File: config.mk
export PLATFORM = sky130hd
export DESIGN_NAME = axis_deadzone_calibrator
export DESIGN_NICKNAME = d
export VERILOG_FILES = /design/src/rtl/adc_pkg.sv /design/src/rtl/axis_deadzone_calibrator.sv /design/src/rtl/adc_map_setup.sv /design/src/rtl/adc_divider.sv
export VERILOG_INCLUDE_DIRS = /design/src /design/src/rtl
export SDC_FILE = /design/constraint.sdc
export NUM_CORES = 2
export LEC_CHECK = 0
export BUFFER_PORTS_ARGS = -buffer_cell sky130_fd_sc_hd__buf_2
export CORE_ASPECT_RATIO = 0.7
export CORE_MARGIN = 2
export CORE_UTILIZATION = 50
export CTS_CLUSTER_SIZE = 30
export DETAILED_ROUTE_END_ITERATION = 16
export GPL_ROUTABILITY_DRIVEN = 0
export PLACE_DENSITY = 0.66
export SYNTH_ARGS = -nofsm -noshare
export SYNTH_HDL_FRONTEND = slang
export SYNTH_SLANG_ARGS = --single-unit
File: constraint.sdc
create_clock -name clk_i -period 23.5 [get_ports clk_i]
set_input_delay 3.525 -clock clk_i [delete_from_list [all_inputs] [get_ports clk_i]]
set_output_delay 3.525 -clock clk_i [all_outputs]
set_load 0.005 [all_outputs]
File: src/rtl/axis_deadzone_calibrator_assert.svh
// Assertion macros for the axis deadzone calibrator.
// Used by the top level; expects clk_i and rst_ni in the including scope.
`ifndef AXIS_DEADZONE_CALIBRATOR_ASSERT_SVH
`define AXIS_DEADZONE_CALIBRATOR_ASSERT_SVH

// Same-cycle implication, checked outside reset.
`define ADC_ASSERT_IMP(lbl, ante, cons, msg) \
  lbl: assert property (@(posedge clk_i) disable iff (!rst_ni) (ante) |-> (cons)) \
    else $error(msg);

// Next-cycle implication, checked outside reset.
`define ADC_ASSERT_NXT(lbl, ante, cons, msg) \
  lbl: assert property (@(posedge clk_i) disable iff (!rst_ni) (ante) |=> (cons)) \
    else $error(msg);

`endif

File: src/rtl/adc_pkg.sv
// Shared types and constants of the axis deadzone calibrator.
// No dependencies; imported by every module of the block.
package adc_pkg;

  localparam int unsigned VAL_W     = 19;  // signed working width of raw values
  localparam int unsigned MAG_W     = 18;  // magnitude of a raw difference
  localparam int unsigned SCALE_W   = 17;  // output span of one mapping
  localparam int unsigned PROD_W    = MAG_W + SCALE_W;
  localparam int unsigned QUO_W     = 17;  // quotient bits kept before saturation
  localparam int unsigned CNT_W     = 5;
  localparam int unsigned CFG_IDX_W = 3;

  localparam logic [15:0] FULL_SCALE = 16'hFFFF;
  localparam logic [15:0] HALF_SCALE = 16'h7FFF;

  localparam logic [CFG_IDX_W-1:0] REG_RANGE_MAX    = 3'd0;
  localparam logic [CFG_IDX_W-1:0] REG_RANGE_MIN    = 3'd1;
  localparam logic [CFG_IDX_W-1:0] REG_DEAD_BAND    = 3'd2;
  localparam logic [CFG_IDX_W-1:0] REG_CENTER_POINT = 3'd3;
  localparam logic [CFG_IDX_W-1:0] REG_TRIGGER_MODE = 3'd4;
  localparam logic [CFG_IDX_W-1:0] REG_AXIS_ID      = 3'd5;

  typedef struct packed {
    logic [15:0] range_max;
    logic [15:0] range_min;
    logic [15:0] dead_band;
    logic [15:0] center_point;
    logic        trigger_mode;
    logic [7:0]  axis_id;
  } cfg_t;

  // Operands of one linear map, or a result known without dividing.
  typedef struct packed {
    logic                    direct;
    logic [15:0]             direct_val;
    logic signed [VAL_W-1:0] diff;
    logic signed [VAL_W-1:0] span;
    logic [SCALE_W-1:0]      scale;
    logic [15:0]             base;
  } map_op_t;

  typedef struct packed {
    logic             done;
    logic             ovf;
    logic [QUO_W-1:0] quo;
  } div_res_t;

endpackage

File: src/rtl/axis_deadzone_calibrator.sv
// Top level of the axis deadzone calibrator: registers, sequencer, output stage.
// Depends on adc_pkg, adc_map_setup, adc_divider and the assertion header.
//
// Usage: samples arrive on the in channel (in_valid_i/in_ready_o) with
// sample_i and force_report_i. A request whose sample equals the last
// reported one, without force_report_i, is accepted and gives no
// event. Any other request gives one event on the out channel
// (out_valid_o/out_ready_i) with event_id_o, raw_value_o and calibrated_o.
// Configuration writes use cfg_valid_i/cfg_ready_o with cfg_index_i and
// cfg_data_i; the port is always ready and writes to unknown indexes are
// dropped. Write it only while the block is idle.
// Sequencing: a decoded result (deadzone or mode) goes straight to the finish
// step; a mapped result passes the multiply, start and divide-wait steps first,
// the divider making one quotient bit per cycle for 17 bits, or none when the
// quotient is too wide. in_ready_o stays low meanwhile, so no new request is
// taken until the result has left the finish step.
// An output register parts the channels: the next request is accepted while
// an event waits, and a finished result waits in the sequencer while the
// receiver stalls. Reset restores the register defaults, clears the
// remembered sample to zero and empties the output stage.
module axis_deadzone_calibrator
  import adc_pkg::*;
(
  input  logic                 clk_i,
  input  logic                 rst_ni,
  input  logic                 cfg_valid_i,
  output logic                 cfg_ready_o,
  input  logic [CFG_IDX_W-1:0] cfg_index_i,
  input  logic [15:0]          cfg_data_i,
  input  logic                 in_valid_i,
  output logic                 in_ready_o,
  input  logic [15:0]          sample_i,
  input  logic                 force_report_i,
  output logic                 out_valid_o,
  input  logic                 out_ready_i,
  output logic [7:0]           event_id_o,
  output logic [15:0]          raw_value_o,
  output logic [15:0]          calibrated_o
);

  localparam logic [2:0] S_IDLE = 3'd0;
  localparam logic [2:0] S_MUL  = 3'd1;
  localparam logic [2:0] S_DIVS = 3'd2;
  localparam logic [2:0] S_DIVW = 3'd3;
  localparam logic [2:0] S_FIN  = 3'd4;

  cfg_t        cfg_q;
  logic [2:0]  state_q, state_d;
  logic [15:0] prev_q;
  map_op_t     op, op_q;
  logic [15:0] raw_q, res_q;
  logic [7:0]  id_q;
  logic        neg_q;
  logic [PROD_W-1:0] prod_q;
  logic [MAG_W-1:0]  span_mag;
  logic [MAG_W-1:0]  diff_mag;
  logic        in_acc, emit, fin_load, div_start;
  div_res_t    div_res;
  logic signed [VAL_W-1:0] q_signed, sum;
  logic [15:0] div_result;
  logic        out_valid_q;
  logic [7:0]  out_id_q;
  logic [15:0] out_raw_q, out_cal_q;

  assign cfg_ready_o = 1'b1;
  assign in_ready_o  = (state_q == S_IDLE);
  assign in_acc      = in_valid_i && in_ready_o;
  assign emit        = (sample_i != prev_q) || force_report_i;
  assign fin_load    = (state_q == S_FIN) && (!out_valid_q || out_ready_i);
  assign div_start   = (state_q == S_DIVS);

  // Configuration registers.
  always_ff @(posedge clk_i or negedge rst_ni) begin
    if (!rst_ni) begin
      cfg_q.range_max    <= FULL_SCALE;
      cfg_q.range_min    <= '0;
      cfg_q.dead_band    <= '0;
      cfg_q.center_point <= HALF_SCALE;
      cfg_q.trigger_mode <= 1'b0;
      cfg_q.axis_id      <= '0;
    end else if (cfg_valid_i) begin
      case (cfg_index_i)
        REG_RANGE_MAX:    cfg_q.range_max    <= cfg_data_i;
        REG_RANGE_MIN:    cfg_q.range_min    <= cfg_data_i;
        REG_DEAD_BAND:    cfg_q.dead_band    <= cfg_data_i;
        REG_CENTER_POINT: cfg_q.center_point <= cfg_data_i;
        REG_TRIGGER_MODE: cfg_q.trigger_mode <= cfg_data_i[0];
        REG_AXIS_ID:      cfg_q.axis_id      <= cfg_data_i[7:0];
        default: ;
      endcase
    end
  end

  adc_map_setup u_setup (
    .sample_i (sample_i),
    .cfg_i    (cfg_q),
    .op_o     (op)
  );

  // Magnitudes for the unsigned multiply and divide; the sign is carried apart.
  assign diff_mag = op_q.diff[VAL_W-1] ? MAG_W'(-op_q.diff) : op_q.diff[MAG_W-1:0];
  assign span_mag = op_q.span[VAL_W-1] ? MAG_W'(-op_q.span) : op_q.span[MAG_W-1:0];

  adc_divider u_div (
    .clk_i      (clk_i),
    .rst_ni     (rst_ni),
    .start_i    (div_start),
    .dividend_i (prod_q),
    .divisor_i  (span_mag),
    .res_o      (div_res)
  );

  // Truncated quotient applied to the base, then clamped to 16 bits. A
  // quotient beyond QUO_W bits always lands outside the output range.
  always_comb begin
    q_signed = signed'({{(VAL_W-QUO_W){1'b0}}, div_res.quo});
    if (neg_q) q_signed = -q_signed;
    sum = signed'({{(VAL_W-16){1'b0}}, op_q.base}) + q_signed;
    if (div_res.ovf) begin
      div_result = neg_q ? 16'h0000 : FULL_SCALE;
    end else if (sum < 0) begin
      div_result = 16'h0000;
    end else if (sum > signed'({{(VAL_W-16){1'b0}}, FULL_SCALE})) begin
      div_result = FULL_SCALE;
    end else begin
      div_result = sum[15:0];
    end
  end

  // Sequencer.
  always_comb begin
    state_d = state_q;
    case (state_q)
      S_IDLE: begin
        if (in_acc && emit) state_d = op.direct ? S_FIN : S_MUL;
      end
      S_MUL:  state_d = S_DIVS;
      S_DIVS: state_d = S_DIVW;
      S_DIVW: begin
        if (div_res.done) state_d = S_FIN;
      end
      S_FIN: begin
        if (fin_load) state_d = S_IDLE;
      end
      default: state_d = S_IDLE;
    endcase
  end

  always_ff @(posedge clk_i or negedge rst_ni) begin
    if (!rst_ni) begin
      state_q     <= S_IDLE;
      prev_q      <= '0;
      out_valid_q <= 1'b0;
    end else begin
      state_q <= state_d;
      if (in_acc && emit) prev_q <= sample_i;
      if (fin_load) begin
        out_valid_q <= 1'b1;
      end else if (out_ready_i) begin
        out_valid_q <= 1'b0;
      end
    end
  end

  // Working payload of the request in flight.
  always_ff @(posedge clk_i) begin
    if (in_acc && emit) begin
      op_q  <= op;
      raw_q <= sample_i;
      id_q  <= cfg_q.axis_id;
      res_q <= op.direct_val;
    end
    if (state_q == S_MUL) begin
      prod_q <= PROD_W'(diff_mag * op_q.scale);
      neg_q  <= op_q.diff[VAL_W-1] ^ op_q.span[VAL_W-1];
    end
    if ((state_q == S_DIVW) && div_res.done) res_q <= div_result;
    if (fin_load) begin
      out_id_q  <= id_q;
      out_raw_q <= raw_q;
      out_cal_q <= res_q;
    end
  end

  assign out_valid_o  = out_valid_q;
  assign event_id_o   = out_id_q;
  assign raw_value_o  = out_raw_q;
  assign calibrated_o = out_cal_q;

`include "axis_deadzone_calibrator_assert.svh"

  `ADC_ASSERT_NXT(a_emit_busy, in_acc && emit, !in_ready_o, "block still ready after an event request")
  `ADC_ASSERT_NXT(a_skip_ready, in_acc && !emit, in_ready_o, "request without event left block busy")
  `ADC_ASSERT_IMP(a_done_in_wait, div_res.done, state_q == S_DIVW, "divider finished outside its wait step")
  `ADC_ASSERT_NXT(a_fin_loads, fin_load, out_valid_o && in_ready_o, "finished result not presented")

endmodule

File: src/rtl/adc_map_setup.sv
// Mode and deadzone decode: selects the linear-map operands for one sample.
// Depends on adc_pkg.
module adc_map_setup
  import adc_pkg::*;
(
  input  logic [15:0] sample_i,
  input  cfg_t        cfg_i,
  output map_op_t     op_o
);

  logic signed [VAL_W-1:0] v, hi, lo, dz, c, a, b, vv;
  logic                    inv;

  always_comb begin
    v   = signed'({3'b000, sample_i});
    hi  = signed'({3'b000, cfg_i.range_max});
    lo  = signed'({3'b000, cfg_i.range_min});
    dz  = signed'({3'b000, cfg_i.dead_band});
    c   = signed'({3'b000, cfg_i.center_point});
    inv = cfg_i.range_min > cfg_i.range_max;

    op_o.direct     = 1'b0;
    op_o.direct_val = '0;
    op_o.scale      = {1'b0, FULL_SCALE};
    op_o.base       = '0;
    a  = lo;
    b  = hi;
    vv = v;

    if (cfg_i.trigger_mode) begin
      if (inv) begin
        a = lo - dz;
        if (v > a) op_o.direct = 1'b1;
        vv = (v < hi) ? hi : v;
      end else begin
        a = lo + dz;
        if (v < a) op_o.direct = 1'b1;
        vv = (v > hi) ? hi : v;
      end
    end else if (v < c) begin
      if ((c - v) < dz) begin
        op_o.direct     = 1'b1;
        op_o.direct_val = HALF_SCALE;
      end else if (inv) begin
        a          = c - dz;
        op_o.base  = HALF_SCALE;
        op_o.scale = {1'b0, FULL_SCALE} - {1'b0, HALF_SCALE};
      end else begin
        b          = c - dz;
        op_o.scale = {1'b0, HALF_SCALE};
      end
    end else begin
      if ((v - c) < dz) begin
        op_o.direct     = 1'b1;
        op_o.direct_val = HALF_SCALE;
      end else if (inv) begin
        b          = c + dz;
        op_o.scale = {1'b0, HALF_SCALE};
      end else begin
        a          = c + dz;
        op_o.base  = HALF_SCALE;
        op_o.scale = {1'b0, FULL_SCALE} - {1'b0, HALF_SCALE};
      end
    end

    op_o.diff = vv - a;
    op_o.span = b - a;

    // A zero span answers the lower output bound.
    if (!op_o.direct && (op_o.span == '0)) begin
      op_o.direct     = 1'b1;
      op_o.direct_val = op_o.base;
    end
  end

endmodule

File: src/rtl/adc_divider.sv
// Restoring shift-subtract divider, one quotient bit per cycle.
// Depends on adc_pkg; flags quotients that do not fit in QUO_W bits.
module adc_divider
  import adc_pkg::*;
(
  input  logic              clk_i,
  input  logic              rst_ni,
  input  logic              start_i,
  input  logic [PROD_W-1:0] dividend_i,
  input  logic [MAG_W-1:0]  divisor_i,
  output div_res_t          res_o
);

  logic [PROD_W-1:0]   rem_q;
  logic [PROD_W-2:0]   dsh_q;
  logic [QUO_W-1:0]    quo_q;
  logic [CNT_W-1:0]    cnt_q;
  logic                busy_q, done_q, ovf_q;
  logic                ovf_cmp, ge;

  assign ovf_cmp = dividend_i >= {divisor_i, {QUO_W{1'b0}}};
  assign ge      = rem_q >= {1'b0, dsh_q};

  always_ff @(posedge clk_i or negedge rst_ni) begin
    if (!rst_ni) begin
      busy_q <= 1'b0;
      done_q <= 1'b0;
      ovf_q  <= 1'b0;
      cnt_q  <= '0;
    end else begin
      done_q <= 1'b0;
      if (start_i) begin
        cnt_q  <= CNT_W'(QUO_W - 1);
        ovf_q  <= ovf_cmp;
        busy_q <= !ovf_cmp;
        done_q <= ovf_cmp;
      end else if (busy_q) begin
        cnt_q <= cnt_q - 1'b1;
        if (cnt_q == '0) begin
          busy_q <= 1'b0;
          done_q <= 1'b1;
        end
      end
    end
  end

  always_ff @(posedge clk_i) begin
    if (start_i) begin
      rem_q <= dividend_i;
      dsh_q <= {divisor_i, {(QUO_W-1){1'b0}}};
      quo_q <= '0;
    end else if (busy_q) begin
      if (ge) rem_q <= rem_q - {1'b0, dsh_q};
      quo_q <= {quo_q[QUO_W-2:0], ge};
      dsh_q <= dsh_q >> 1;
    end
  end

  assign res_o.done = done_q;
  assign res_o.ovf  = ovf_q;
  assign res_o.quo  = quo_q;

endmodule

After elaboration in Yosys (flattened, before gate mapping)
Cells that the tools add are included.
Widths: inputs -> output; s select.
{ "word_totals": {"output_inout_bits": 43, "inputBits": 41, "word_cells": 159, "reg_bits": 374} }
{ "op_classes": {"eq_ne": 13, "mul": 1, "bitwise_logic": 1, "magnitude_cmp": 12, "muxes": 63, "n_reduce_logical": 26, "add_sub_neg": 14} }
{ "ops": {"columns": ["cell", "n"], "rows": [
  ["$mux 19", 16],
  ["$mux 16", 12],
  ["$mux 35", 3],
  ["$mux 17", 4],
  ["$mux 34", 2],
  ["$sub 16x16->17", 4],
  ["$mux 33", 2],
  ["$lt 19x17->1", 2],
  ["$sub 19x19->19", 2],
  ["$mux 18", 2],
  ["$neg 18->18", 2],
  ["$ge 35x34->1", 1],
  ["$ge 35x35->1", 1],
  ["$mul 18x17->35", 1],
  ["$sub 35x34->35", 1],
  ["$add 16x16->17", 2],
  ["$gt 16x16->1", 2],
  ["$lt 16x16->1", 2],
  ["$mux 32", 1],
  ["$mux 15", 2],
  ["$add 17x19->19", 1],
  ["$gt 17x19->1", 1],
  ["$gt 19x17->1 const B", 1],
  ["$logic_not 19->1", 1],
  ["23 further kinds", 62]
]} }

Depth between registers and ports, before layout
{ "logic_depth": {"depth_word": 12, "ltp_mapped": 46} }

Modules after synthesis
A second synthesis with hierarchy kept.
{ "hier_totals": {"hier_cells": 4031, "hier_area_um2": 37763.7} }
{ "modules_own_cells": {"columns": ["module", "area_per_inst_um2", "instances", "cells_each"], "rows": [
  ["axis_deadzone_calibrator", 21336.7, 1, 1883],
  ["adc_map_setup", 10136.0, 1, 1431],
  ["adc_divider", 6291.0, 1, 717]
]} }

Least setup slack after synthesis
Ideal clock, no wire load.
{ "synth_timing": {"path_kind": "input to register", "from": "input port sample_i[1]", "to": "register res_q[10] (data pin)", "path_slack_ns": 12.518, "cell_stages": 46, "path_buffers": 3, "setup_ns": 0.137, "t_required_ns": 23.363, "arrival_time_ns": 10.846, "path_cell_list": "inv_1 ha_1 nor2b_1 o21ai_0 a21boi_0 o21ai_0 a21boi_0 o21ai_0 a21boi_0 o21ai_0 nand2_1 and2_1 o21ai_0 nand2_1 a21o_1 a21o_1 a21o_1 a21oi_1 (+10 left out) a211oi_1 a31oi_1 ha_1 clkbuf_1 a21oi_1 o21ai_0 a21oi_1 o21bai_1 a21oi_1 nor2b_1 a31o_1 or4_4 a211oi_2 nand4_1 nor4_4 a31oi_4 buf_6 nor2_2"} }
{ "synth_via": {"elab_chain_len": 11} }
{ "synth_lines": {"columns": ["item", "line_no", "text"], "rows": [
  ["from (decl)", "axis_deadzone_calibrator.sv:32", "input logic [15:0] sample_i,"],
  ["$sub 16x16->17, on equally long branches", "adc_map_setup.sv:53, adc_map_setup.sv:41", null],
  ["$lt 19x17->1, on equally long branches", "adc_map_setup.sv:53, adc_map_setup.sv:41", null],
  ["$mux 19, on equally long branches", "adc_map_setup.sv:53, adc_map_setup.sv:41", null],
  ["$mux 19", "adc_map_setup.sv:40", "end else if (v < c) begin"],
  ["$mux 19", "adc_map_setup.sv:30", "if (cfg_i.trigger_mode) begin"],
  ["$sub 19x19->19", "adc_map_setup.sv:67", "op_o.span = b - a;"],
  ["$logic_not 19->1", "adc_map_setup.sv:70", "if (!op_o.direct && (op_o.span == '0)) begin"],
  ["$logic_and 1x1->1", "adc_map_setup.sv:70", null],
  ["$mux 17 *", "adc_map_setup.sv:70", null],
  ["$mux 16 *", "axis_deadzone_calibrator.sv:167", "if (in_acc && emit) begin"],
  ["$mux 16 *", "axis_deadzone_calibrator.sv:177", "if ((state_q == S_DIVW) && div_res.done) res_q <= div_result;"],
  ["to (signal assigned)", "axis_deadzone_calibrator.sv:171", "res_q <= op.direct_val;"],
  ["to (signal assigned)", "axis_deadzone_calibrator.sv:177", null],
  ["to (decl)", "axis_deadzone_calibrator.sv:51", "logic [15:0] raw_q, res_q;"]
]} }
Every way passes the cells marked *; elsewhere a longest branch is shown, timed or not. The select of a mux whose other input is x is not followed.
A chain may end at the register's enable or synchronous reset.

Worst setup path after layout
{ "layout_timing": {"from": "input port sample_i[1]", "to": "register res_q[4] (data pin)"} }
The elaborated chain is that of the path after synthesis.

==> results.md <==
- Crit-path slowest cell: a31oi_4
- Die width: 309.8 um
- Area Growth Syn to Fin: 7.953%
- FP Rows: 78
- Post-synth EDFFs: 210
- Post-CTS Resized: 0
- First-pass GRT wire length: 139.5 mm
- CP max stage delay: 0.61 ns
- Critical path type: input port to flip-flop
- Slew Limit Fails: 0
- R2R depth: 42
- Initial core utilization: 0.5052
- Crit end category: flip-flop
- Top cell by count, worst path: o21ai_0
- Ys async rst share: 0.2936
- Syn Area/Cell: 9.570 um2
- Nature of the critical path startpoint: input port
- Crit path arrival time: 13.02 ns
- Fin Clk Skew: 0.02475 ns
- Share of cells above drive strength 1: 0.09275
- Final ANT Viol Nets: 0
- Crit path max fanout: 15
- CTS Hold Bufs: 0
- Reg clk slew, reported paths: 0.07 ns
- Reg2Reg Capture Point: res_q[4]
- Dpl cells: 4315
- Synthesized flop and latch total: 344
- Final hold vios: 0
- First-pass DRT Iterations: 5
- DPL Wire Length: 71.35 mm
- CTS root buf: clkbuf_16
- Post-Route WL: 89.78 mm
- IO buf count: 82
- Core Box Area: 64800 um2
- Syn Nets: 4050
- Tmin final: 12.72 ns
- Total gr overflow: 0
- Initial antenna violation count: 0
- CTS tree: done
- Hold Path Cell Cnt: 0
- Via density: 5.698
- Worst-margin pin slew: 1.190 ns
- Unique masters post-synth: 112
- Via count: 24980
- Required @ worst endpoint: 23.80 ns
- TNS Setup: 0 ns
- DRT iter0 DRCs: 2559
- R2R Path Start: cfg_q[10]
- DRC Markers: 0
- Warnings, synthesis: 0
- N_diodes: 0
- Die height: 218.1 um
- # IOs: 84
- Final Non-Filler Cells: 4384
- Final worst-path cycle share: 0.5412
- Hold endpoint: calibrated_o[15]
- Clk sinks: 344
- Top_reg_cell synth: edfxtp_1
- FF-to-FF setup slack: 13.47 ns
- Die area: 67570 um2
- Final-report setup violation count: 0
- Final nets: 4104
- Type of the worst min-delay path: flip-flop to flip-flop
- Number of CTS-inserted buffers: 38
- Crit path buf inv count: 3
- Max-slew headroom: 0.1983
- RSZ-0062 raised after global routing: no
- Syn Std Cell Area: 32740 um2
- FMAX: 0.07863 GHz
- Hold_sp: res_q[15]
- Routed len/inst: 20.48 um
- GRT Overall Usage: 0.2693
- Worst skew pair latency: 0.58 ns
- Largest net degree at the start of global routing: 83
- Sequential area share after synthesis: 0.2912
- CTS Buffer Depth: 3
- Setup bufs post-CTS: 0
- H-tree Lvls: 2
- Synth Instances: 3421
- Worst path top cell family by delay: compound AO/OA/AOI/OAI gates
- Vias in the first global route: 23490
- Maxcap violations: 0
- Outcome: complete, no violations
metal layers:
metal / wire [um] / track usage / vias to the layer above
met4: 1098 / 0.04042 / 2
met3: 11550 / 0.1041 / 90
met5: 111 / 0.01163 / -
met1: 44150 / 0.4262 / 11910
met2: 32860 / 0.3415 / 999
li1: - / - / 11980
how the worst max path moves through the flow:
stage,from,end,slack [ns],depth (start not counted)
finish,sample_i[1],res_q[4],10.78,44
global route,sample_i[1],res_q[3],9.96,44
CTS,sample_i[1],res_q[4],11.07,44
detailed placement,sample_i[1],res_q[3],10.52,44
global placement,sample_i[1],res_q[3],10.72,44
floorplan,sample_i[1],res_q[10],12.52,46
logic make-up (layout without fill, tap and decap cells):
family | Yosys count | in the layout | synth area share
flip-flops | 344 | 344 | 0.2912
adder cells (fa/ha/maj) | 591 | 591 | 0.2681
multiplexers | 109 | 109 | 0.03562
buffers and inverters | 565 | 648 | 0.06650
AND/OR/NAND/NOR | 783 | 783 | 0.1171
XOR/XNOR | 233 | 233 | 0.06256
AO/OA/AOI/OAI | 795 | 795 | 0.1588
other | 1 | 1 | 0.0001145
cells in the final DEF, fill, tap and decap left out, types with 9 or more instances in the layout:
cell	synthesis	final
clkbuf_16	0	38
clkbuf_1	57	10
mux2i_1	49	49
buf_2	10	81
nor2_1	197	196
o31ai_1	26	26
nor2b_1	47	47
inv_1	479	479
nand2_1	214	214
nor2_2	14	14
nor3_1	50	50
o22ai_1	9	9
a21boi_0	17	17
or2_2	11	11
fa_1	185	185
nor4_1	18	18
dfstp_2	31	31
a21oi_1	215	215
dfxtp_1	33	33
and3_1	17	16
buf_4	3	18
or3_1	14	14
dfrtp_1	70	68
a211oi_1	22	22
ha_1	403	403
o211ai_1	17	17
o21ai_0	223	223
a21o_1	60	60
o21bai_1	24	24
xor2_1	98	98
nand2b_1	41	41
nand4_1	25	25
o21a_1	36	36
mux2_2	60	60
and2_1	25	25
o41ai_1	9	9
xnor2_1	134	134
edfxtp_1	210	210
a31oi_1	18	18
nand3_1	69	69
area by class of cell:
cell class	count	area (um2)
sequential	344	9535
fill	5847	29460
multi-input combinational	2512	21090
tap	880	1101
clock buffer	51	1030
inverter	480	1802
clock inverter	18	244.0
timing repair buffer	99	540.5
cell usage after synthesis (all sizes together) (59+ instances only):
library cell	instances	area share
a21o	60	0.014
a21oi	217	0.034
clkbuf	59	0.0068
dfrtp	70	0.054
edfxtp	210	0.19
fa	185	0.11
ha	403	0.15
inv	480	0.055
mux2	60	0.021
nand2	216	0.025
nand3	71	0.011
nor2	211	0.025
o21ai	230	0.035
xnor2	135	0.036
xor2	98	0.026
sequential cells by signal, indices dropped and copies added, names as in the netlist, 17 cells and up:
register,cells
cfg_q,73
op_q,41
prod_q,35
u_div.rem_q,35
u_div.dsh_q,34
u_div.quo_q,17
metrics by stage:
stage / hold WS [ns] / util / setup slack [ns] / area, um2
after detailed placement: 0.4045 / 0.5257 / 10.52 / 34070
after CTS: 0.4157 / 0.5454 / 11.07 / 35340
after global placement: 0.4009 / 0.5257 / 10.72 / 34070
after floorplan: 0.4003 / - / 12.52 / 32740
after global routing: 0.4199 / 0.5454 / 9.964 / 35340
final: 0.4162 / 0.5454 / 10.78 / 35340
Power is not shown: default switching activity piles up to over one toggle a cycle in this logic, so the estimate is an artifact.
